### config.mk
export PLATFORM = sky130hd
export DESIGN_NAME = modular_exponentiation_unit
export DESIGN_NICKNAME = d
export VERILOG_FILES = /design/src/hdl/modexp_pkg.sv /design/src/hdl/modexp_seq.sv /design/src/hdl/modular_exponentiation_unit.sv
export SDC_FILE = /design/constraint.sdc
export NUM_CORES = 2
export LEC_CHECK = 0
export BUFFER_PORTS_ARGS = -buffer_cell sky130_fd_sc_hd__buf_2
export CORE_UTILIZATION = 30
export DETAILED_ROUTE_END_ITERATION = 10
export GPL_TIMING_DRIVEN = 0
export PLACE_DENSITY = 0.5
export SLEW_MARGIN = 25
export SYNTH_ARGS = -nofsm -noshare
export SYNTH_HDL_FRONTEND = slang
export SYNTH_SLANG_ARGS = --single-unit
### constraint.sdc
create_clock -name clk -period 15.6 [get_ports clk]
set_input_delay 3.12 -clock clk [delete_from_list [all_inputs] [get_ports clk]]
set_output_delay 3.12 -clock clk [all_outputs]
set_load 0.02 [all_outputs]
### src/hdl/modexp_pkg.sv
// ----------------------------------------------------------------------------
// modexp_pkg: shared types, constants and microcode for modular exponentiation
// Holds the datapath widths, the micro-op and jump codes, and the control
// store that the sequencer steps through.
// ----------------------------------------------------------------------------
package modexp_pkg;

	// datapath word width; exponent and multiplier bits scan the low WORD_BITS-1
	localparam int WORD_BITS  = 64;
	localparam int SCAN_BITS  = WORD_BITS - 1;
	// fixed widths of the stream fields
	localparam int FIELD_BITS = 63;
	localparam int DP_BITS    = FIELD_BITS + 1;
	localparam int CNT_BITS   = $clog2(FIELD_BITS);
	localparam int IN_BYTES   = (3 * FIELD_BITS + 7) / 8;
	localparam int OUT_BYTES  = (FIELD_BITS + 7) / 8;

	localparam logic [FIELD_BITS-1:0] SCAN_MASK =
		FIELD_BITS'((65'd1 << SCAN_BITS) - 65'd1);
	// a zero modulus stands for 2^63
	localparam logic [DP_BITS-1:0] ZERO_MOD = DP_BITS'(65'd1 << FIELD_BITS);
	localparam logic [CNT_BITS-1:0] RED_LAST  = CNT_BITS'(FIELD_BITS - 1);
	localparam logic [CNT_BITS-1:0] SCAN_LAST = CNT_BITS'(SCAN_BITS - 1);

	// micro-ops driving the datapath
	typedef enum logic [2:0] {
		OP_LOAD,    // take an input transfer
		OP_RED,     // one restoring step of base mod modulus
		OP_SETUP,   // square register from remainder, accumulator to 1 mod m
		OP_MINIT_A, // start accumulator times square
		OP_MINIT_S, // start square times square
		OP_MSTEP,   // one shift-and-add modular multiply step
		OP_ACC_WB,  // product into accumulator
		OP_SQ_WB    // product into square, next exponent bit
	} op_t;

	// jump conditions; taken means go to target, else to nxt
	typedef enum logic [2:0] {
		C_NONE,
		C_NO_IN,
		C_CNT,
		C_EZERO,
		C_NOT_EBIT0,
		C_EMORE,
		C_OUT_BUSY
	} cond_t;

	typedef logic [3:0] pc_t;

	localparam pc_t PC_IDLE    = 4'd0;
	localparam pc_t PC_RED     = 4'd1;
	localparam pc_t PC_CHK     = 4'd2;
	localparam pc_t PC_MA_INIT = 4'd3;
	localparam pc_t PC_MA_STEP = 4'd4;
	localparam pc_t PC_MA_WB   = 4'd5;
	localparam pc_t PC_SQ_INIT = 4'd6;
	localparam pc_t PC_SQ_STEP = 4'd7;
	localparam pc_t PC_SQ_WB   = 4'd8;
	localparam pc_t PC_OUT     = 4'd9;

	typedef struct packed {
		op_t   op;
		cond_t cond;
		pc_t   target;
		pc_t   nxt;
		logic  emit;
	} ucode_t;

	// datapath flags seen by the sequencer
	typedef struct packed {
		logic in_valid;
		logic out_free;
		logic cnt_zero;
		logic e_zero;
		logic e_bit0;
		logic e_more;
	} status_t;

	// control store
	function automatic ucode_t ucode_rom(input pc_t pc);
		ucode_t w;
		unique case (pc)
			PC_IDLE:    w = '{OP_LOAD,    C_NO_IN,     PC_IDLE,    PC_RED,     1'b0};
			PC_RED:     w = '{OP_RED,     C_CNT,       PC_RED,     PC_CHK,     1'b0};
			PC_CHK:     w = '{OP_SETUP,   C_EZERO,     PC_OUT,     PC_MA_INIT, 1'b0};
			PC_MA_INIT: w = '{OP_MINIT_A, C_NOT_EBIT0, PC_SQ_INIT, PC_MA_STEP, 1'b0};
			PC_MA_STEP: w = '{OP_MSTEP,   C_CNT,       PC_MA_STEP, PC_MA_WB,   1'b0};
			PC_MA_WB:   w = '{OP_ACC_WB,  C_NONE,      PC_SQ_INIT, PC_SQ_INIT, 1'b0};
			PC_SQ_INIT: w = '{OP_MINIT_S, C_NONE,      PC_SQ_STEP, PC_SQ_STEP, 1'b0};
			PC_SQ_STEP: w = '{OP_MSTEP,   C_CNT,       PC_SQ_STEP, PC_SQ_WB,   1'b0};
			PC_SQ_WB:   w = '{OP_SQ_WB,   C_EMORE,     PC_MA_INIT, PC_OUT,     1'b0};
			PC_OUT:     w = '{OP_LOAD,    C_OUT_BUSY,  PC_OUT,     PC_IDLE,    1'b1};
			default:    w = '{OP_LOAD,    C_NONE,      PC_IDLE,    PC_IDLE,    1'b0};
		endcase
		return w;
	endfunction

endpackage

### src/hdl/modexp_seq.sv
// ----------------------------------------------------------------------------
// modexp_seq: microcode sequencer
// Steps a program counter through the control store and resolves the
// conditional jumps from the datapath flags.
// ----------------------------------------------------------------------------
module modexp_seq (
	input  logic                clk,
	input  logic                arst_n,
	input  modexp_pkg::status_t status,
	output modexp_pkg::ucode_t  uword
);

	modexp_pkg::pc_t pc_q;
	logic            take;

	// current control word
	assign uword = modexp_pkg::ucode_rom(pc_q);

	// jump condition
	always_comb begin
		unique case (uword.cond)
			modexp_pkg::C_NONE:      take = 1'b0;
			modexp_pkg::C_NO_IN:     take = !status.in_valid;
			modexp_pkg::C_CNT:       take = !status.cnt_zero;
			modexp_pkg::C_EZERO:     take = status.e_zero;
			modexp_pkg::C_NOT_EBIT0: take = !status.e_bit0;
			modexp_pkg::C_EMORE:     take = status.e_more;
			modexp_pkg::C_OUT_BUSY:  take = !status.out_free;
			default:                 take = 1'b0;
		endcase
	end

	// program counter
	always_ff @(posedge clk or negedge arst_n) begin
		if (!arst_n) begin
			pc_q <= modexp_pkg::PC_IDLE;
		end else begin
			pc_q <= take ? uword.target : uword.nxt;
		end
	end

endmodule

### src/hdl/modular_exponentiation_unit.sv
// ----------------------------------------------------------------------------
// modular_exponentiation_unit: base^exponent mod modulus
// Right-to-left square and multiply; every modular product is formed by a
// bit-serial shift-and-add multiplier under microcode control.
//
// channel  | direction | tdata fields (low bit up)
// s_axis   | in        | base [62:0], exponent [125:63], modulus [188:126]
// m_axis   | out       | power_result [62:0]
//
// One item is loaded and its base reduced, then each exponent bit takes a
// squaring and, where the bit is set, a multiply first, up to the highest set
// bit (at most 63 bits), each product from the 63-step shift-and-add
// multiplier loop; the result is then loaded into the output register.
// Reset clears the sequencer and output valid.
// The result waits in the output register; the next item is taken only after
// the current result is loaded there, even if it has not yet been read out.
// ----------------------------------------------------------------------------
module modular_exponentiation_unit (
	input  logic                                clk,
	input  logic                                arst_n,
	input  logic                                s_axis_tvalid,
	output logic                                s_axis_tready,
	// base, exponent, modulus (63 bits each), zero fill
	input  logic [8*modexp_pkg::IN_BYTES-1:0]   s_axis_tdata,
	output logic                                m_axis_tvalid,
	input  logic                                m_axis_tready,
	// power_result (63 bits), zero fill
	output logic [8*modexp_pkg::OUT_BYTES-1:0]  m_axis_tdata
);

	localparam int FB = modexp_pkg::FIELD_BITS;
	localparam int DB = modexp_pkg::DP_BITS;
	localparam int CB = modexp_pkg::CNT_BITS;

	modexp_pkg::status_t status;
	modexp_pkg::ucode_t  uword;

	logic [FB-1:0] base_q;
	logic [FB-1:0] exp_q;
	logic [DB-1:0] mod_q;
	logic [DB-1:0] rem_q;
	logic [FB-1:0] acc_q;
	logic [FB-1:0] sq_q;
	logic [DB-1:0] addend_q;
	logic [FB-1:0] mult_q;
	logic [DB-1:0] prod_q;
	logic [CB-1:0] cnt_q;
	logic [CB-1:0] ecnt_q;
	logic [FB-1:0] out_data_q;
	logic          out_valid_q;

	logic [FB-1:0] in_base;
	logic [FB-1:0] in_exp;
	logic [FB-1:0] in_mod;
	logic          in_xfer;
	logic          out_free;
	logic          emit;
	logic [DB-1:0] rem_shift;
	logic [DB-1:0] rem_next;
	logic [DB-1:0] sum;
	logic [DB-1:0] sum_red;
	logic [DB-1:0] dbl;
	logic [DB-1:0] dbl_red;

	modexp_seq u_seq (
		.clk    (clk),
		.arst_n (arst_n),
		.status (status),
		.uword  (uword)
	);

	// input field unpacking
	assign in_base = s_axis_tdata[FB-1:0];
	assign in_exp  = s_axis_tdata[2*FB-1:FB];
	assign in_mod  = s_axis_tdata[3*FB-1:2*FB];

	// handshakes
	assign s_axis_tready = (uword.op == modexp_pkg::OP_LOAD) && !uword.emit;
	assign in_xfer       = s_axis_tvalid && s_axis_tready;
	assign out_free      = !out_valid_q || m_axis_tready;
	assign emit          = uword.emit && out_free;
	assign m_axis_tvalid = out_valid_q;
	assign m_axis_tdata  = {{(8*modexp_pkg::OUT_BYTES-FB){1'b0}}, out_data_q};

	// sequencer flags
	assign status.in_valid = s_axis_tvalid;
	assign status.out_free = out_free;
	assign status.cnt_zero = (cnt_q == '0);
	assign status.e_zero   = (exp_q == '0);
	assign status.e_bit0   = exp_q[0];
	assign status.e_more   = (ecnt_q != '0) && (exp_q[FB-1:1] != '0);

	// restoring reduction step for base mod modulus
	assign rem_shift = {rem_q[DB-2:0], base_q[FB-1]};
	assign rem_next  = (rem_shift >= mod_q) ? rem_shift - mod_q : rem_shift;

	// shift-and-add multiply step: add and double, each reduced once
	assign sum     = prod_q + addend_q;
	assign sum_red = (sum >= mod_q) ? sum - mod_q : sum;
	assign dbl     = {addend_q[DB-2:0], 1'b0};
	assign dbl_red = (dbl >= mod_q) ? dbl - mod_q : dbl;

	// datapath registers
	always_ff @(posedge clk) begin
		unique case (uword.op)
			modexp_pkg::OP_LOAD: begin
				if (in_xfer) begin
					base_q <= in_base;
					exp_q  <= in_exp & modexp_pkg::SCAN_MASK;
					mod_q  <= (in_mod == '0) ? modexp_pkg::ZERO_MOD : {1'b0, in_mod};
					rem_q  <= '0;
					cnt_q  <= modexp_pkg::RED_LAST;
				end
			end
			modexp_pkg::OP_RED: begin
				rem_q  <= rem_next;
				base_q <= {base_q[FB-2:0], 1'b0};
				cnt_q  <= cnt_q - CB'(1);
			end
			modexp_pkg::OP_SETUP: begin
				sq_q   <= rem_q[FB-1:0];
				acc_q  <= (exp_q != '0 && mod_q == DB'(1)) ? '0 : FB'(1);
				ecnt_q <= modexp_pkg::SCAN_LAST;
			end
			modexp_pkg::OP_MINIT_A: begin
				addend_q <= {1'b0, acc_q};
				mult_q   <= sq_q;
				prod_q   <= '0;
				cnt_q    <= modexp_pkg::SCAN_LAST;
			end
			modexp_pkg::OP_MINIT_S: begin
				addend_q <= {1'b0, sq_q};
				mult_q   <= sq_q;
				prod_q   <= '0;
				cnt_q    <= modexp_pkg::SCAN_LAST;
			end
			modexp_pkg::OP_MSTEP: begin
				if (mult_q[0]) begin
					prod_q <= sum_red;
				end
				addend_q <= dbl_red;
				mult_q   <= {1'b0, mult_q[FB-1:1]};
				cnt_q    <= cnt_q - CB'(1);
			end
			modexp_pkg::OP_ACC_WB: begin
				acc_q <= prod_q[FB-1:0];
			end
			modexp_pkg::OP_SQ_WB: begin
				sq_q   <= prod_q[FB-1:0];
				exp_q  <= {1'b0, exp_q[FB-1:1]};
				ecnt_q <= ecnt_q - CB'(1);
			end
			default: begin
			end
		endcase
	end

	// output register payload
	always_ff @(posedge clk) begin
		if (emit) begin
			out_data_q <= acc_q;
		end
	end

	// output register valid
	always_ff @(posedge clk or negedge arst_n) begin
		if (!arst_n) begin
			out_valid_q <= 1'b0;
		end else if (emit) begin
			out_valid_q <= 1'b1;
		end else if (m_axis_tready) begin
			out_valid_q <= 1'b0;
		end
	end

endmodule
==> results.toml <==
[die]
core-area_um2 = 142000
die_x_um = 380
start_util_pct = 30.2
row_count = 138
io_pins = 262
fp.dieH_um = 380
design.die.area_um2 = 144000

[route]
drt_iter0_markers = 3096
wirelength_mm = 166
avgViaCountPerCell = 5.24
wl_per_cell_um = 23.8
first_pass_iters = 5
drc_errors = 0
num_vias = 36500
ant_nets = 0

[global_route]
met1_usage_pct = 32.0
gr-total-overflow = 0
grt_max_degree = 52
grtUsageTotal_pct = 22.4
first_global_vias = 35100
grtUsageMet3_pct = 3.51
antenna_found_initial = 24
met2_usage_pct = 34.4
busiest_layer = "met2"
grt_pass1_wl_mm = 238

[timing]
hold_viol = 0
tightest_slew_ns = 1.11
rsz0062_at_grt = "false"
drv_slew = 0
setup_viol_count_final = 0
fin_tns_setup_ns = 0
maxSlewHeadroom_pct = 25.6
min_period_over_period_pct = 50.1
fin_skew_ns = 0.0442
fmax_mhz = 128
final.min_clock_period_ns = 7.82

[yosys]
syn_area_per_cell_um2 = 9.22
synth_area_um2 = 42800
ys.flop_type = "edfxtp_1"
synth_fp_nets = 5104
yosys.area.top_type_share_pct = 45.3
yosysTopAreaCell = "edfxtp_1"
synthTopCellsByArea = "edfxtp_1 45%, nand2_1 9.1%, ha_1 7.7%"
async_flop_share_pct = 0.769
synth_cell_type_count = 96
synth_cells = 4642
synth_edf_count = 645
ys_warn_count = 0
synth-seq-area-share_pct = 45.5
yosys_register_bits = 650

[cells_and_area]
seqCellArea_um2 = 19500
area_growth_pct = 16.7
nNetsFinal = 5472
fill_cells = 14700
drive_gt1_share_pct = 9.95
design_area_um2 = 49900
multiInputGateArea_um2 = 21700
instances_no_fill = 6976
final_core_utilization_pct = 35.3

[run]
max-cap-violations = 0

[setup_path]
end_kind = "output pin"
startpoint_type = "flip-flop"
cp_data_arrival_time_ns = 4.70
worstPathMaxFanout = 10
required_ns = 12.48
path_class = "flip-flop to output pin"

[hold_path]
hold_path.class = "flip-flop to flip-flop"

[clocking]
post_cts_buffers = 0
ctsHoldBuffers = 0
cts_buffers = 83
insertion_delay_ns = 0.73
cts_root_buf = "clkbuf_16"
tritoncts = "done"
path_clk_slew_ns = 0.06
clockBufferDepth = 3
clkSinkCount = 650
cts_max_level = 3
cts_resized = 0

[place]
portBuffers = 257
dpl.cell_count = 6815
gp_congestion = 0.963
dp_hpwl_mm = 136
placed_cell_area_um2 = 47100

[status]
status = "complete, no violations"
## path summary, 6_finish.rpt
check | from | to | slack [ns] | cells past startpoint
min in group asynchronous | arst_n | u_seq.pc_q[0] | 2.23 | 1
min | acc_q[3] | out_data_q[3] | 0.45 | 0
min reg2reg | acc_q[3] | out_data_q[3] | 0.45 | 0
max reg2reg | addend_q[12] | prod_q[56] | 8.20 | 22
max in group asynchronous | arst_n | u_seq.pc_q[2] | 13.22 | 1
max | u_seq.pc_q[1] | s_axis_tready | 7.78 | 9
## cells by family (layout without fill, tap and decap cells)
| family | Yosys count | after routing | synth area share [%] |
|---|---|---|---|
| and+or+nand+nor | 1821 | 1821 | 18.7 |
| DFF | 650 | 650 | 45.5 |
| muxes | 84 | 84 | 1.97 |
| AOI/OAI and AO/OA | 1133 | 1133 | 17.0 |
| other | 1 | 11 | 0.00876 |
| xor gates and xnor gates | 243 | 243 | 4.97 |
| buffers and inverters | 444 | 878 | 4.04 |
| adders and majority gates | 266 | 266 | 7.85 |
## worst max-delay path, cell delays in order (launching register included)
cell and delay (ns):
dfrtp_1 0.40, clkbuf_1 0.33, inv_1 0.16, ha_1 0.43, nand2b_1 0.21, a21oi_1 0.17, clkbuf_1 0.79, buf_1 0.84
a21oi_1 0.36, buf_2 0.28
## flip-flops by register name (all words and copies together) (netlist names), 63 cells and up
name	flops
addend_q	64
mod_q	64
prod_q	64
acc_q	63
base_q	63
exp_q	63
mult_q	63
out_data_q	63
rem_q	63
sq_q	63
## cell usage after synthesis (all sizes together) (37+ instances only)
master	instances
o21a	37
inv	146
nand4	91
buf	51
edfxtp	645
a21o	138
nor2	280
o21bai	46
o31ai	39
clkbuf	246
xnor2	154
a21oi	375
o21ai	220
a211oi	72
nand3	95
nor3	59
mux2i	83
nand2	1037
a31oi	43
ha	262
xor2	89
and2	82
nor4	61
## layout by cell type, fill, tap and decap left out, drive strengths merged, types with 8 or more instances in the layout
cell,count
clkinv,35
mux2i,83
xnor2,154
nand2,1037
a21oi,375
o21ai,220
o21bai,46
nor3,59
buf,334
clkbuf,343
a22o,23
bufinv,12
a21o,138
nor2,280
a31o,14
o31ai,39
ha,262
a211oi,72
o211ai,25
nor2b,25
and4,12
a41oi,9
nand3,95
nor4,61
a31oi,43
o21a,37
nand2b,25
inv,148
nand4,91
or3,11
diode,10
o22ai,9
xor2,89
and3,18
edfxtp,645
a21boi,11
o221ai,8
and2,82
## layer usage
layer	vias up	wire [um]	share of wire, %
met1	17600	77300	47
met5	-	146	0.088
li1	17500	-	-
met4	28	4610	2.8
met2	1212	72600	44
met3	186	11500	6.9
## final cells by class
type | instances | area share, %
timing repair buffer | 283 | 3.60
clock buffer | 97 | 4.31
sequential | 650 | 39.0
clock inverter | 54 | 1.33
multi-input combinational | 3548 | 43.4
tap | 1890 | 4.74
buffer | 297 | 2.38
antenna | 10 | 0.0501
inverter | 147 | 1.11
## stage by stage
| step | setup WS (ns) | hold WS (ns) |
|---|---|---|
| after global placement | 1.56 | 0.439 |
| final | 7.78 | 0.448 |
| after floorplan | 6.86 | 0.426 |
| after CTS | 7.77 | 0.450 |
| after global routing | 7.67 | 0.460 |
| after detailed placement | 8.18 | 0.438 |
Power is left out: the tool's default activity adds up to more than one toggle a clock period on the data nets, which glitch-free logic cannot reach.
